[config.mk]
export PLATFORM = sky130hd
export DESIGN_NAME = multi_stream_xorshift_rng_bank_top
export DESIGN_NICKNAME = d
export VERILOG_FILES = /design/src/rtl/rngb_pkg.sv /design/src/rtl/rngb_mod.sv /design/src/rtl/rngb_dp.sv /design/src/rtl/rngb_ctrl.sv /design/src/rtl/multi_stream_xorshift_rng_bank_top.sv
export SDC_FILE = /design/constraint.sdc
export NUM_CORES = 2
export LEC_CHECK = 0
export BUFFER_PORTS_ARGS = -buffer_cell sky130_fd_sc_hd__clkbuf_2
export CAP_MARGIN = 40
export CORE_MARGIN = 1.5
export CORE_UTILIZATION = 60
export DETAILED_ROUTE_END_ITERATION = 8
export GPL_TIMING_DRIVEN = 0
export PLACE_DENSITY = 0.77
export SYNTH_ARGS = -nofsm -noshare
export SYNTH_HDL_FRONTEND = slang
export SYNTH_HIERARCHICAL = 1
export SYNTH_SLANG_ARGS = --single-unit
[constraint.sdc]
create_clock -name clock -period 8.3 [get_ports clock]
set_clock_uncertainty 0.05 [all_clocks]
set_input_delay 0.415 -clock clock [delete_from_list [all_inputs] [get_ports clock]]
set_output_delay 0.415 -clock clock [all_outputs]
set_load 0.03 [all_outputs]
[src/rtl/rngb_pkg.sv]
package rngb_pkg;

   localparam logic [31:0] RESET_SEED = 32'hBADE4404;
   localparam logic [31:0] OUT_MULT = 32'd36548569;

   localparam logic [3:0] OP_RAW = 4'd0;
   localparam logic [3:0] OP_RANGE = 4'd1;
   localparam logic [3:0] OP_PEEK = 4'd2;
   localparam logic [3:0] OP_READ_SEED = 4'd3;
   localparam logic [3:0] OP_READ_INIT = 4'd4;
   localparam logic [3:0] OP_SET = 4'd5;
   localparam logic [3:0] OP_SET_PAIR = 4'd6;
   localparam logic [3:0] OP_FRAME = 4'd7;
   localparam logic [3:0] OP_CLEAR = 4'd8;

   typedef struct packed {
      logic [3:0] operation;
      logic [5:0] stream_index;
      logic signed [31:0] range_low;
      logic signed [31:0] range_high;
      logic [31:0] seed_value;
      logic [31:0] init_value;
      logic new_frame;
   } req_type;

   typedef struct packed {
      logic [31:0] value;
      logic status;
   } rsp_type;

   typedef enum logic [2:0] {
      VSEL_ZERO,
      VSEL_CUR,
      VSEL_INI,
      VSEL_PROD,
      VSEL_RANGE
   } vsel_type;

   typedef struct packed {
      logic cap;
      logic rd;
      logic ld_seed;
      logic step;
      logic mul;
      logic mod_start;
      logic mod_thr;
      logic thr_ld;
      logic wr_cur;
      logic wr_ini;
      logic clr_step;
      logic rsp_load;
      vsel_type vsel;
      logic status;
   } cmd_type;

   typedef struct packed {
      logic [3:0] op;
      logic idx_ok;
      logic frame_ok;
      logic bound_zero;
      logic below_thr;
      logic mod_busy;
      logic clr_last;
   } stat_type;

   function automatic logic [31:0] step_seed(input logic [31:0] x);
      logic [31:0] t;
      t = x ^ (x >> 13);
      t = t ^ (t >> 11);
      t = t ^ (t << 21);
      return t;
   endfunction

   function automatic logic [31:0] chain_seed(input logic [31:0] x);
      logic [31:0] t;
      t = x ^ (x >> 13);
      t = t ^ (t << 25);
      t = t ^ (t >> 11);
      return t;
   endfunction

endpackage

[src/rtl/rngb_mod.sv]
module rngb_mod import rngb_pkg::*; (
   input logic clock,
   input logic reset,
   input logic start,
   input logic [31:0] dividend,
   input logic [31:0] divisor,
   output logic busy,
   output logic [31:0] rem
);

   logic busy_ff;
   logic [4:0] cnt_ff;
   logic [31:0] rem_ff, rem_in;
   logic [31:0] dq_ff;
   logic [31:0] dv_ff;
   logic [32:0] trial;

   // One restoring step per cycle: shift in the next dividend bit, subtract if it fits.
   always_comb begin
      trial = {rem_ff, dq_ff[31]};
      if (trial >= {1'b0, dv_ff}) begin
         rem_in = 32'(trial - {1'b0, dv_ff});
      end else begin
         rem_in = trial[31:0];
      end
   end

   always_ff @(posedge clock) begin
      if (reset) begin
         busy_ff <= 1'b0;
         cnt_ff <= '0;
      end else if (start) begin
         busy_ff <= 1'b1;
         cnt_ff <= '0;
      end else if (busy_ff) begin
         cnt_ff <= cnt_ff + 5'd1;
         if (cnt_ff == 5'd31) begin
            busy_ff <= 1'b0;
         end
      end
   end

   always_ff @(posedge clock) begin
      if (start) begin
         rem_ff <= '0;
         dq_ff <= dividend;
         dv_ff <= divisor;
      end else if (busy_ff) begin
         rem_ff <= rem_in;
         dq_ff <= {dq_ff[30:0], 1'b0};
      end
   end

   assign busy = busy_ff;
   assign rem = rem_ff;

endmodule

[src/rtl/rngb_dp.sv]
module rngb_dp import rngb_pkg::*; #(
   parameter int NUM_STREAMS = 34,
   parameter int NUM_SYNCED = 32,
   parameter int FRAME_STREAM = 32
) (
   input logic clock,
   input logic reset,
   input req_type req_data,
   output rsp_type rsp_data,
   input logic csr_valid,
   output logic csr_ready,
   input logic [31:0] csr_wdata,
   input cmd_type cmd,
   output stat_type stat
);

   localparam int AW = (NUM_STREAMS > 1) ? $clog2(NUM_STREAMS) : 1;
   localparam int NCLR = (NUM_SYNCED < NUM_STREAMS) ? NUM_SYNCED : NUM_STREAMS;
   localparam bit FRAME_OK = FRAME_STREAM < NUM_STREAMS;

   req_type req_ff;
   rsp_type rsp_ff;
   logic [31:0] dflt_ff;
   logic [AW-1:0] addr_ff, addr_in, waddr;
   logic [AW+5:0] idx_ext;
   logic [31:0] bound_ff;
   logic [31:0] seed_ff;
   logic [31:0] prod_ff;
   logic [31:0] thr_ff;
   logic [31:0] cs_ff;
   logic [AW-1:0] cnt_ff;
   logic [31:0] cur_mem [NUM_STREAMS];
   logic [31:0] ini_mem [NUM_STREAMS];
   logic [NUM_STREAMS-1:0] cur_vld_ff, ini_vld_ff;
   logic [31:0] cur_q_ff, ini_q_ff;
   logic cur_v_ff, ini_v_ff;
   logic [31:0] cur_d, ini_d, frame_d;
   logic [31:0] cur_wd, ini_wd;
   logic [31:0] nz_sv, nz_iv, nz_cs;
   logic [31:0] mod_dividend, mod_rem;
   logic mod_busy;
   logic [31:0] value_in;

   function automatic logic [31:0] nonzero(input logic [31:0] s, input logic [31:0] d);
      return (s != 32'd0) ? s : d;
   endfunction

   assign csr_ready = 1'b1;

   always_ff @(posedge clock) begin
      if (reset) begin
         dflt_ff <= RESET_SEED;
      end else if (csr_valid) begin
         dflt_ff <= (csr_wdata != 32'd0) ? csr_wdata : RESET_SEED;
      end
   end

   assign idx_ext = {{AW{1'b0}}, req_data.stream_index};
   assign addr_in = (req_data.operation == OP_FRAME) ? AW'(FRAME_STREAM) : idx_ext[AW-1:0];

   assign nz_sv = nonzero(req_ff.seed_value, dflt_ff);
   assign nz_iv = nonzero(req_ff.init_value, dflt_ff);
   assign nz_cs = nonzero(cs_ff, dflt_ff);

   // Entries never written read as the reset seed.
   assign cur_d = cur_v_ff ? cur_q_ff : RESET_SEED;
   assign ini_d = ini_v_ff ? ini_q_ff : RESET_SEED;
   assign frame_d = nonzero(req_ff.new_frame ? cur_d : ini_d, dflt_ff);

   always_comb begin
      case (req_ff.operation)
         OP_RAW, OP_RANGE: begin
            cur_wd = seed_ff;
            ini_wd = ini_d;
         end
         OP_SET: begin
            cur_wd = nz_sv;
            ini_wd = nz_sv;
         end
         OP_SET_PAIR: begin
            cur_wd = nz_sv;
            ini_wd = nz_iv;
         end
         OP_FRAME: begin
            cur_wd = frame_d;
            ini_wd = frame_d;
         end
         default: begin
            cur_wd = nz_cs;
            ini_wd = nz_cs;
         end
      endcase
   end

   assign waddr = (req_ff.operation == OP_CLEAR) ? cnt_ff : addr_ff;

   always_ff @(posedge clock) begin
      if (reset) begin
         cur_vld_ff <= '0;
         ini_vld_ff <= '0;
      end else begin
         if (cmd.wr_cur) begin
            cur_vld_ff[waddr] <= 1'b1;
         end
         if (cmd.wr_ini) begin
            ini_vld_ff[waddr] <= 1'b1;
         end
      end
   end

   always_ff @(posedge clock) begin
      if (cmd.wr_cur) begin
         cur_mem[waddr] <= cur_wd;
      end
      if (cmd.wr_ini) begin
         ini_mem[waddr] <= ini_wd;
      end
      if (cmd.rd) begin
         cur_q_ff <= cur_mem[addr_ff];
         ini_q_ff <= ini_mem[addr_ff];
         cur_v_ff <= cur_vld_ff[addr_ff];
         ini_v_ff <= ini_vld_ff[addr_ff];
      end
   end

   always_ff @(posedge clock) begin
      if (cmd.cap) begin
         req_ff <= req_data;
         addr_ff <= addr_in;
         bound_ff <= 32'(unsigned'(req_data.range_high) - unsigned'(req_data.range_low) + 32'd1);
         cs_ff <= req_data.seed_value;
         cnt_ff <= '0;
      end else if (cmd.clr_step) begin
         cs_ff <= chain_seed(nz_cs);
         cnt_ff <= cnt_ff + AW'(1);
      end
      if (cmd.ld_seed) begin
         seed_ff <= cur_d;
      end else if (cmd.step) begin
         seed_ff <= step_seed(seed_ff);
      end
      if (cmd.mul) begin
         prod_ff <= seed_ff * OUT_MULT;
      end
      if (cmd.thr_ld) begin
         thr_ff <= mod_rem;
      end
   end

   assign mod_dividend = cmd.mod_thr ? (32'd0 - bound_ff) : prod_ff;

   rngb_mod u_mod (
      .clock(clock),
      .reset(reset),
      .start(cmd.mod_start),
      .dividend(mod_dividend),
      .divisor(bound_ff),
      .busy(mod_busy),
      .rem(mod_rem)
   );

   always_comb begin
      case (cmd.vsel)
         VSEL_CUR: value_in = cur_d;
         VSEL_INI: value_in = ini_d;
         VSEL_PROD: value_in = prod_ff;
         VSEL_RANGE: value_in = mod_rem + unsigned'(req_ff.range_low);
         default: value_in = 32'd0;
      endcase
   end

   always_ff @(posedge clock) begin
      if (cmd.rsp_load) begin
         rsp_ff.value <= value_in;
         rsp_ff.status <= cmd.status;
      end
   end

   assign rsp_data = rsp_ff;

   assign stat.op = req_ff.operation;
   assign stat.idx_ok = {3'b000, req_ff.stream_index} < 9'(NUM_STREAMS);
   assign stat.frame_ok = FRAME_OK;
   assign stat.bound_zero = bound_ff == 32'd0;
   assign stat.below_thr = prod_ff < thr_ff;
   assign stat.mod_busy = mod_busy;
   assign stat.clr_last = cnt_ff == AW'(NCLR - 1);

endmodule

[src/rtl/rngb_ctrl.sv]
module rngb_ctrl import rngb_pkg::*; (
   input logic clock,
   input logic reset,
   input logic req_valid,
   output logic req_stall,
   output logic rsp_valid,
   input logic rsp_stall,
   input stat_type stat,
   output cmd_type cmd
);

   typedef enum logic [3:0] {
      ST_IDLE,
      ST_DEC,
      ST_LOAD,
      ST_TWAIT,
      ST_STEP,
      ST_MUL,
      ST_CHECK,
      ST_RWAIT,
      ST_CLR,
      ST_FIN
   } state_type;

   state_type state_ff, state_in;
   vsel_type vsel_ff, vsel_in;
   logic stat_ff, stat_in;
   logic rsp_valid_ff;
   logic out_free;

   assign out_free = !rsp_valid_ff || !rsp_stall;
   assign req_stall = state_ff != ST_IDLE;
   assign rsp_valid = rsp_valid_ff;

   always_comb begin
      cmd = '0;
      cmd.vsel = vsel_ff;
      cmd.status = stat_ff;
      state_in = state_ff;
      vsel_in = vsel_ff;
      stat_in = stat_ff;
      case (state_ff)
         ST_IDLE: begin
            if (req_valid) begin
               cmd.cap = 1'b1;
               state_in = ST_DEC;
            end
         end
         ST_DEC: begin
            vsel_in = VSEL_ZERO;
            stat_in = 1'b0;
            if (stat.op > OP_CLEAR || (stat.op <= OP_SET_PAIR && !stat.idx_ok) ||
                (stat.op == OP_FRAME && !stat.frame_ok)) begin
               state_in = ST_FIN;
            end else if (stat.op == OP_CLEAR) begin
               state_in = ST_CLR;
            end else if (stat.op == OP_RANGE && stat.bound_zero) begin
               stat_in = 1'b1;
               state_in = ST_FIN;
            end else begin
               cmd.rd = 1'b1;
               state_in = ST_LOAD;
            end
         end
         ST_LOAD: begin
            cmd.ld_seed = 1'b1;
            case (stat.op)
               OP_READ_SEED: begin
                  vsel_in = VSEL_CUR;
                  state_in = ST_FIN;
               end
               OP_READ_INIT: begin
                  vsel_in = VSEL_INI;
                  state_in = ST_FIN;
               end
               OP_SET, OP_SET_PAIR, OP_FRAME: begin
                  cmd.wr_cur = 1'b1;
                  cmd.wr_ini = 1'b1;
                  state_in = ST_FIN;
               end
               OP_RANGE: begin
                  cmd.mod_start = 1'b1;
                  cmd.mod_thr = 1'b1;
                  state_in = ST_TWAIT;
               end
               default: begin
                  state_in = ST_STEP;
               end
            endcase
         end
         ST_TWAIT: begin
            if (!stat.mod_busy) begin
               cmd.thr_ld = 1'b1;
               state_in = ST_STEP;
            end
         end
         ST_STEP: begin
            cmd.step = 1'b1;
            state_in = ST_MUL;
         end
         ST_MUL: begin
            cmd.mul = 1'b1;
            state_in = ST_CHECK;
         end
         ST_CHECK: begin
            vsel_in = VSEL_PROD;
            if (stat.op == OP_RANGE) begin
               // Draws below the threshold are rejected; the stream keeps stepping.
               if (stat.below_thr) begin
                  state_in = ST_STEP;
               end else begin
                  cmd.wr_cur = 1'b1;
                  cmd.mod_start = 1'b1;
                  state_in = ST_RWAIT;
               end
            end else begin
               cmd.wr_cur = stat.op == OP_RAW;
               state_in = ST_FIN;
            end
         end
         ST_RWAIT: begin
            if (!stat.mod_busy) begin
               vsel_in = VSEL_RANGE;
               state_in = ST_FIN;
            end
         end
         ST_CLR: begin
            cmd.wr_cur = 1'b1;
            cmd.wr_ini = 1'b1;
            cmd.clr_step = 1'b1;
            if (stat.clr_last) begin
               state_in = ST_FIN;
            end
         end
         ST_FIN: begin
            if (out_free) begin
               cmd.rsp_load = 1'b1;
               state_in = ST_IDLE;
            end
         end
         default: begin
            state_in = ST_IDLE;
         end
      endcase
   end

   always_ff @(posedge clock) begin
      if (reset) begin
         state_ff <= ST_IDLE;
         vsel_ff <= VSEL_ZERO;
         stat_ff <= 1'b0;
         rsp_valid_ff <= 1'b0;
      end else begin
         state_ff <= state_in;
         vsel_ff <= vsel_in;
         stat_ff <= stat_in;
         if (cmd.rsp_load) begin
            rsp_valid_ff <= 1'b1;
         end else if (!rsp_stall) begin
            rsp_valid_ff <= 1'b0;
         end
      end
   end

endmodule

[src/rtl/multi_stream_xorshift_rng_bank_top.sv]
// Bank of NUM_STREAMS 32-bit xorshift generators, each with a current and an initial seed held
// in two single-port memories, plus a default-seed register written through the csr port.
// One transaction is worked at a time; a finished result sits in the output register while
// the next request is taken. A range draw computes the rejection threshold, tries draws
// until one is not below it (rejections are rare) and takes the final modulo; threshold
// and modulo both use a shared one-bit-per-cycle divider. A clear writes one synced
// stream per cycle, min(NUM_SYNCED, NUM_STREAMS) streams in all. No clearing pass is
// needed after reset.
module multi_stream_xorshift_rng_bank_top import rngb_pkg::*; #(
   parameter int NUM_STREAMS = 34,
   parameter int NUM_SYNCED = 32,
   parameter int FRAME_STREAM = 32
) (
   input logic clock,
   input logic reset,
   input logic req_valid,
   output logic req_stall,
   input req_type req_data,
   output logic rsp_valid,
   input logic rsp_stall,
   output rsp_type rsp_data,
   input logic csr_valid,
   output logic csr_ready,
   input logic [31:0] csr_wdata
);

   cmd_type cmd;
   stat_type stat;

   rngb_ctrl u_ctrl (
      .clock(clock),
      .reset(reset),
      .req_valid(req_valid),
      .req_stall(req_stall),
      .rsp_valid(rsp_valid),
      .rsp_stall(rsp_stall),
      .stat(stat),
      .cmd(cmd)
   );

   rngb_dp #(
      .NUM_STREAMS(NUM_STREAMS),
      .NUM_SYNCED(NUM_SYNCED),
      .FRAME_STREAM(FRAME_STREAM)
   ) u_dp (
      .clock(clock),
      .reset(reset),
      .req_data(req_data),
      .rsp_data(rsp_data),
      .csr_valid(csr_valid),
      .csr_ready(csr_ready),
      .csr_wdata(csr_wdata),
      .cmd(cmd),
      .stat(stat)
   );

endmodule
==> qor.csv <==
metric,value,unit
final-hold-violation-count,0,
ff2ff_path_depth,21,
layout.cells.non_filler,11730,
synthTopCellsByCount,"edfxtp_1, inv_1, mux4_2",
min_to,u_dp/bound_ff[1]$_DFFE_PP_,
core-area,207100,µm²
r2r_setup_slack,0.33,ns
violations,DRC,
synthTopCellsByArea,"edfxtp_1, mux4_2, fa_1, ha_1, dfxtp_1",
yosysMostFrequentCell,edfxtp_1,
antenna_found_initial,27,
synth_top_family_by_area,multiplexers,
ys_seq_area_frac,0.6512,
setup_ws,0.3297,ns
synth_cell_type_count,95,
grt_first_pass_wirelength,602.7,mm
period_share,0.9603,
leakagePower,51.39,nW
io_buffers,209,
drc_errors,18,
wl,434.2,mm
muxShareOfSynthArea,0.1258,
cts_tree,done,
wl_per_cell,37.03,µm
grt_pass1_vias,81440,
vdd_drop_max,1.231,mV
syn_inst,7785,
preCtsSetupSlack,0.3195,ns
grt-ovfl-total,0,
finalSetupViolations,0,
max_freq,125.5,MHz
postCtsSetupRepairBufs,0,
clk_pin_slew,0.06,ns
synth_edf_count,2611,
synthAdderAreaFrac,0.07107,
dp.cells,11030,
hp-start,req_data[66],
yosysTopAreaCellShare,0.6267,
cts_made_buffers,293,
ant_nets,0,
clock_latency,0.98,ns
post-route-min-period,7.970,ns
synthSimpleGateAreaFrac,0.04457,
die_width,459.6,µm
dpl-instance-area,134800,µm²
vias,81530,
cts_htree_levels,5,
dp_hpwl,295.8,mm
min_path_cells,5,
crit_start,u_dp/seed_ff[7]$_DFFE_PP_,
clock_path_buffers,4,
rsz0062_at_grt,no,
viasPerCell,6.953,
regToRegEndpoint,u_dp/prod_ff[31]$_DFFE_PP_,
area_growth,16.30,%
fin_area,145500,µm²
final_max_slew_viol_count,0,
worst_pin_slew,1.096,ns
maxCapViolations,0,
cts.sinks,2764,
grtUsageTotal,0.4108,
cp.arrival,8.52,ns
synthesis.area,125100,µm²
chipHeight,459.6,µm
critPathLaunchType,flop,
synth_warnings,6,
grt_start_max_net_pins,58,
ys_ff_latch,2764,
synth_flop_cell,edfxtp_1,
layout.nets,9449,
num_rows,167,
synth_compound_area_frac,0.05978,
end_kind,flop,
cp_max_fo,10,
gp_congestion,1.014,
drt_first_iter_violations,12940,
yosysTopAreaCell,edfxtp_1,
outcome,"complete, but fails checks",
hp-class,input port to flop,
setup-tns-final,0,ns
ios,212,
synthXorXnorAreaFrac,0.01827,
slew_headroom,0.2486,
synthArstFlopShare,0,
start_util,0.6042,
drt_pass1_iterations,9,
p_per_area,463.1,nW/µm²
cp.required,8.85,ns
avgSynthCellArea,16.07,µm²
die_area,211300,µm²
clockRootBuffer,clkbuf_16,
criticalPathCategory,flop to flop,
reg2reg_from,u_dp/seed_ff[7]$_DFFE_PP_,
drive_above_1_share,0.1952,
## area by class of cell
class                      count  area, µm²
antenna                       25      62.56
clock buffer                 366       7790
fill                       12450      61560
timing repair buffer         623       7328
sequential                  2764      81470
multi-input combinational   4084      40540
inverter                     555       2083
clock inverter               137       1155
buffer                       383       1589
tap                         2788       3488
## how the worst max path moves through the flow
stage / endpoint / slack, ns / depth (start not counted)
after detailed placement: u_dp/prod_ff[31]$_DFFE_PP_ / 0.32 / 23
after global routing: u_dp/prod_ff[31]$_DFFE_PP_ / 0.11 / 23
after floorplan: u_dp/prod_ff[31]$_DFFE_PP_ / 2.02 / 23
after CTS: u_dp/prod_ff[31]$_DFFE_PP_ / 0.23 / 23
final: u_dp/prod_ff[31]$_DFFE_PP_ / 0.33 / 21
after global placement: u_dp/cur_mem[28][4]$_DFFE_PP_ / -0.07 / 14
## critical path, cell delays in order (launching register included)
cell and delay (ns):
edfxtp_1 1.05, ha_1 0.54, fa_1 0.57, inv_1 0.06
fa_1 0.56, inv_1 0.05, ha_1 0.27, ha_1 0.31
fa_1 0.50, inv_1 0.05, fa_1 0.47, inv_1 0.04
ha_1 0.36, a211oi_1 0.25, o21bai_1 0.18, a221oi_2 0.64
a21oi_1 0.28, nor4_1 0.25, nor3_1 0.13, a211oi_1 0.32
a21oi_1 0.14, xnor2_1 0.59
## per-layer routing
metal	vias up	global-route usage	part of all wire
met5	-	0	0.00050
met4	24	0.2869	0.090
met3	2041	0.1271	0.13
met2	7176	0.6387	0.46
met1	40410	0.4916	0.32
li1	31870	-	-
## power by group
group	internal, mW	switching (mW)
clock network	7.17	5.48
registers	18.9	0.845
logic	12.9	22.1
total	39.0	28.4
## flip-flops by register name, indices dropped and copies added, names as in the netlist, 5 cells and up
signal and cells:
u_dp/cur_mem 1088, u_dp/ini_mem 1088, u_dp/req_ff 102, u_dp/cur_vld_ff 34
u_dp/ini_vld_ff 34, u_dp/rsp_data 33, u_dp/bound_ff 32, u_dp/cs_ff 32
u_dp/cur_q_ff 32, u_dp/dflt_ff 32, u_dp/ini_q_ff 32, u_dp/prod_ff 32
u_dp/seed_ff 32, u_dp/thr_ff 32, u_dp/u_mod/dq_ff 32, u_dp/u_mod/dv_ff 32
u_dp/u_mod/rem 32, u_dp/addr_ff 6, u_dp/cnt_ff 6, u_dp/u_mod/cnt_ff 5
## cells in the final DEF, fill, tap and decap left out, types with 47 or more instances in the layout
| cell | synthesis | layout |
|---|---|---|
| clkbuf_16 | 0 | 296 |
| nor2_1 | 414 | 344 |
| a21o_1 | 65 | 65 |
| buf_1 | 58 | 56 |
| buf_16 | 0 | 68 |
| clkinv_1 | 0 | 53 |
| a211oi_1 | 47 | 47 |
| edfxtp_1 | 2611 | 2611 |
| mux4_2 | 494 | 494 |
| nor4_1 | 51 | 51 |
| nor3_1 | 81 | 80 |
| dfxtp_1 | 153 | 153 |
| fa_1 | 236 | 236 |
| buf_12 | 0 | 69 |
| a21oi_1 | 337 | 337 |
| buf_8 | 0 | 60 |
| clkbuf_2 | 0 | 211 |
| xor2_1 | 96 | 96 |
| mux2_2 | 174 | 174 |
| mux2i_1 | 265 | 265 |
| nand2_1 | 279 | 279 |
| xnor2_1 | 165 | 165 |
| nand3_1 | 68 | 68 |
| buf_2 | 63 | 80 |
| nor2_4 | 3 | 73 |
| nand2b_1 | 57 | 57 |
| o22ai_1 | 153 | 153 |
| ha_1 | 333 | 333 |
| clkbuf_1 | 246 | 302 |
| buf_6 | 2 | 49 |
| nor2b_1 | 75 | 75 |
| o21ai_0 | 187 | 187 |
| inv_1 | 553 | 553 |
| dlygate4sd3_1 | 0 | 144 |
## repair_timing
action	CTS	global route
hold buffers	144	0
endpoints found under the setup margin	0	1
resized for setup	0	1
endpoints found under the hold margin	185	0
## logic make-up (layout without fill, tap and decap cells)
kind of cell | count (synthesis) | count (layout)
mux | 933 | 933
simple gates | 1173 | 1173
flops | 2764 | 2764
other cells | 1 | 27
fa+ha+maj | 569 | 569
xor+xnor | 261 | 261
compound gates | 1146 | 1146
buf+inv | 938 | 2064
## through the flow
step | power (mW) | hold WS (ns) | utilization
final | 67.39 | 0.07176 | 0.7027
after global routing | 70.37 | 0.07629 | 0.7024
after CTS | 66.35 | 0.03072 | 0.7009
after detailed placement | 53.43 | 0.4084 | 0.6508
after global placement | 51.44 | 0.3936 | 0.6261
after floorplan | 42.36 | 0.3848 | -
Note: power is estimated with default switching activity, not from simulation.
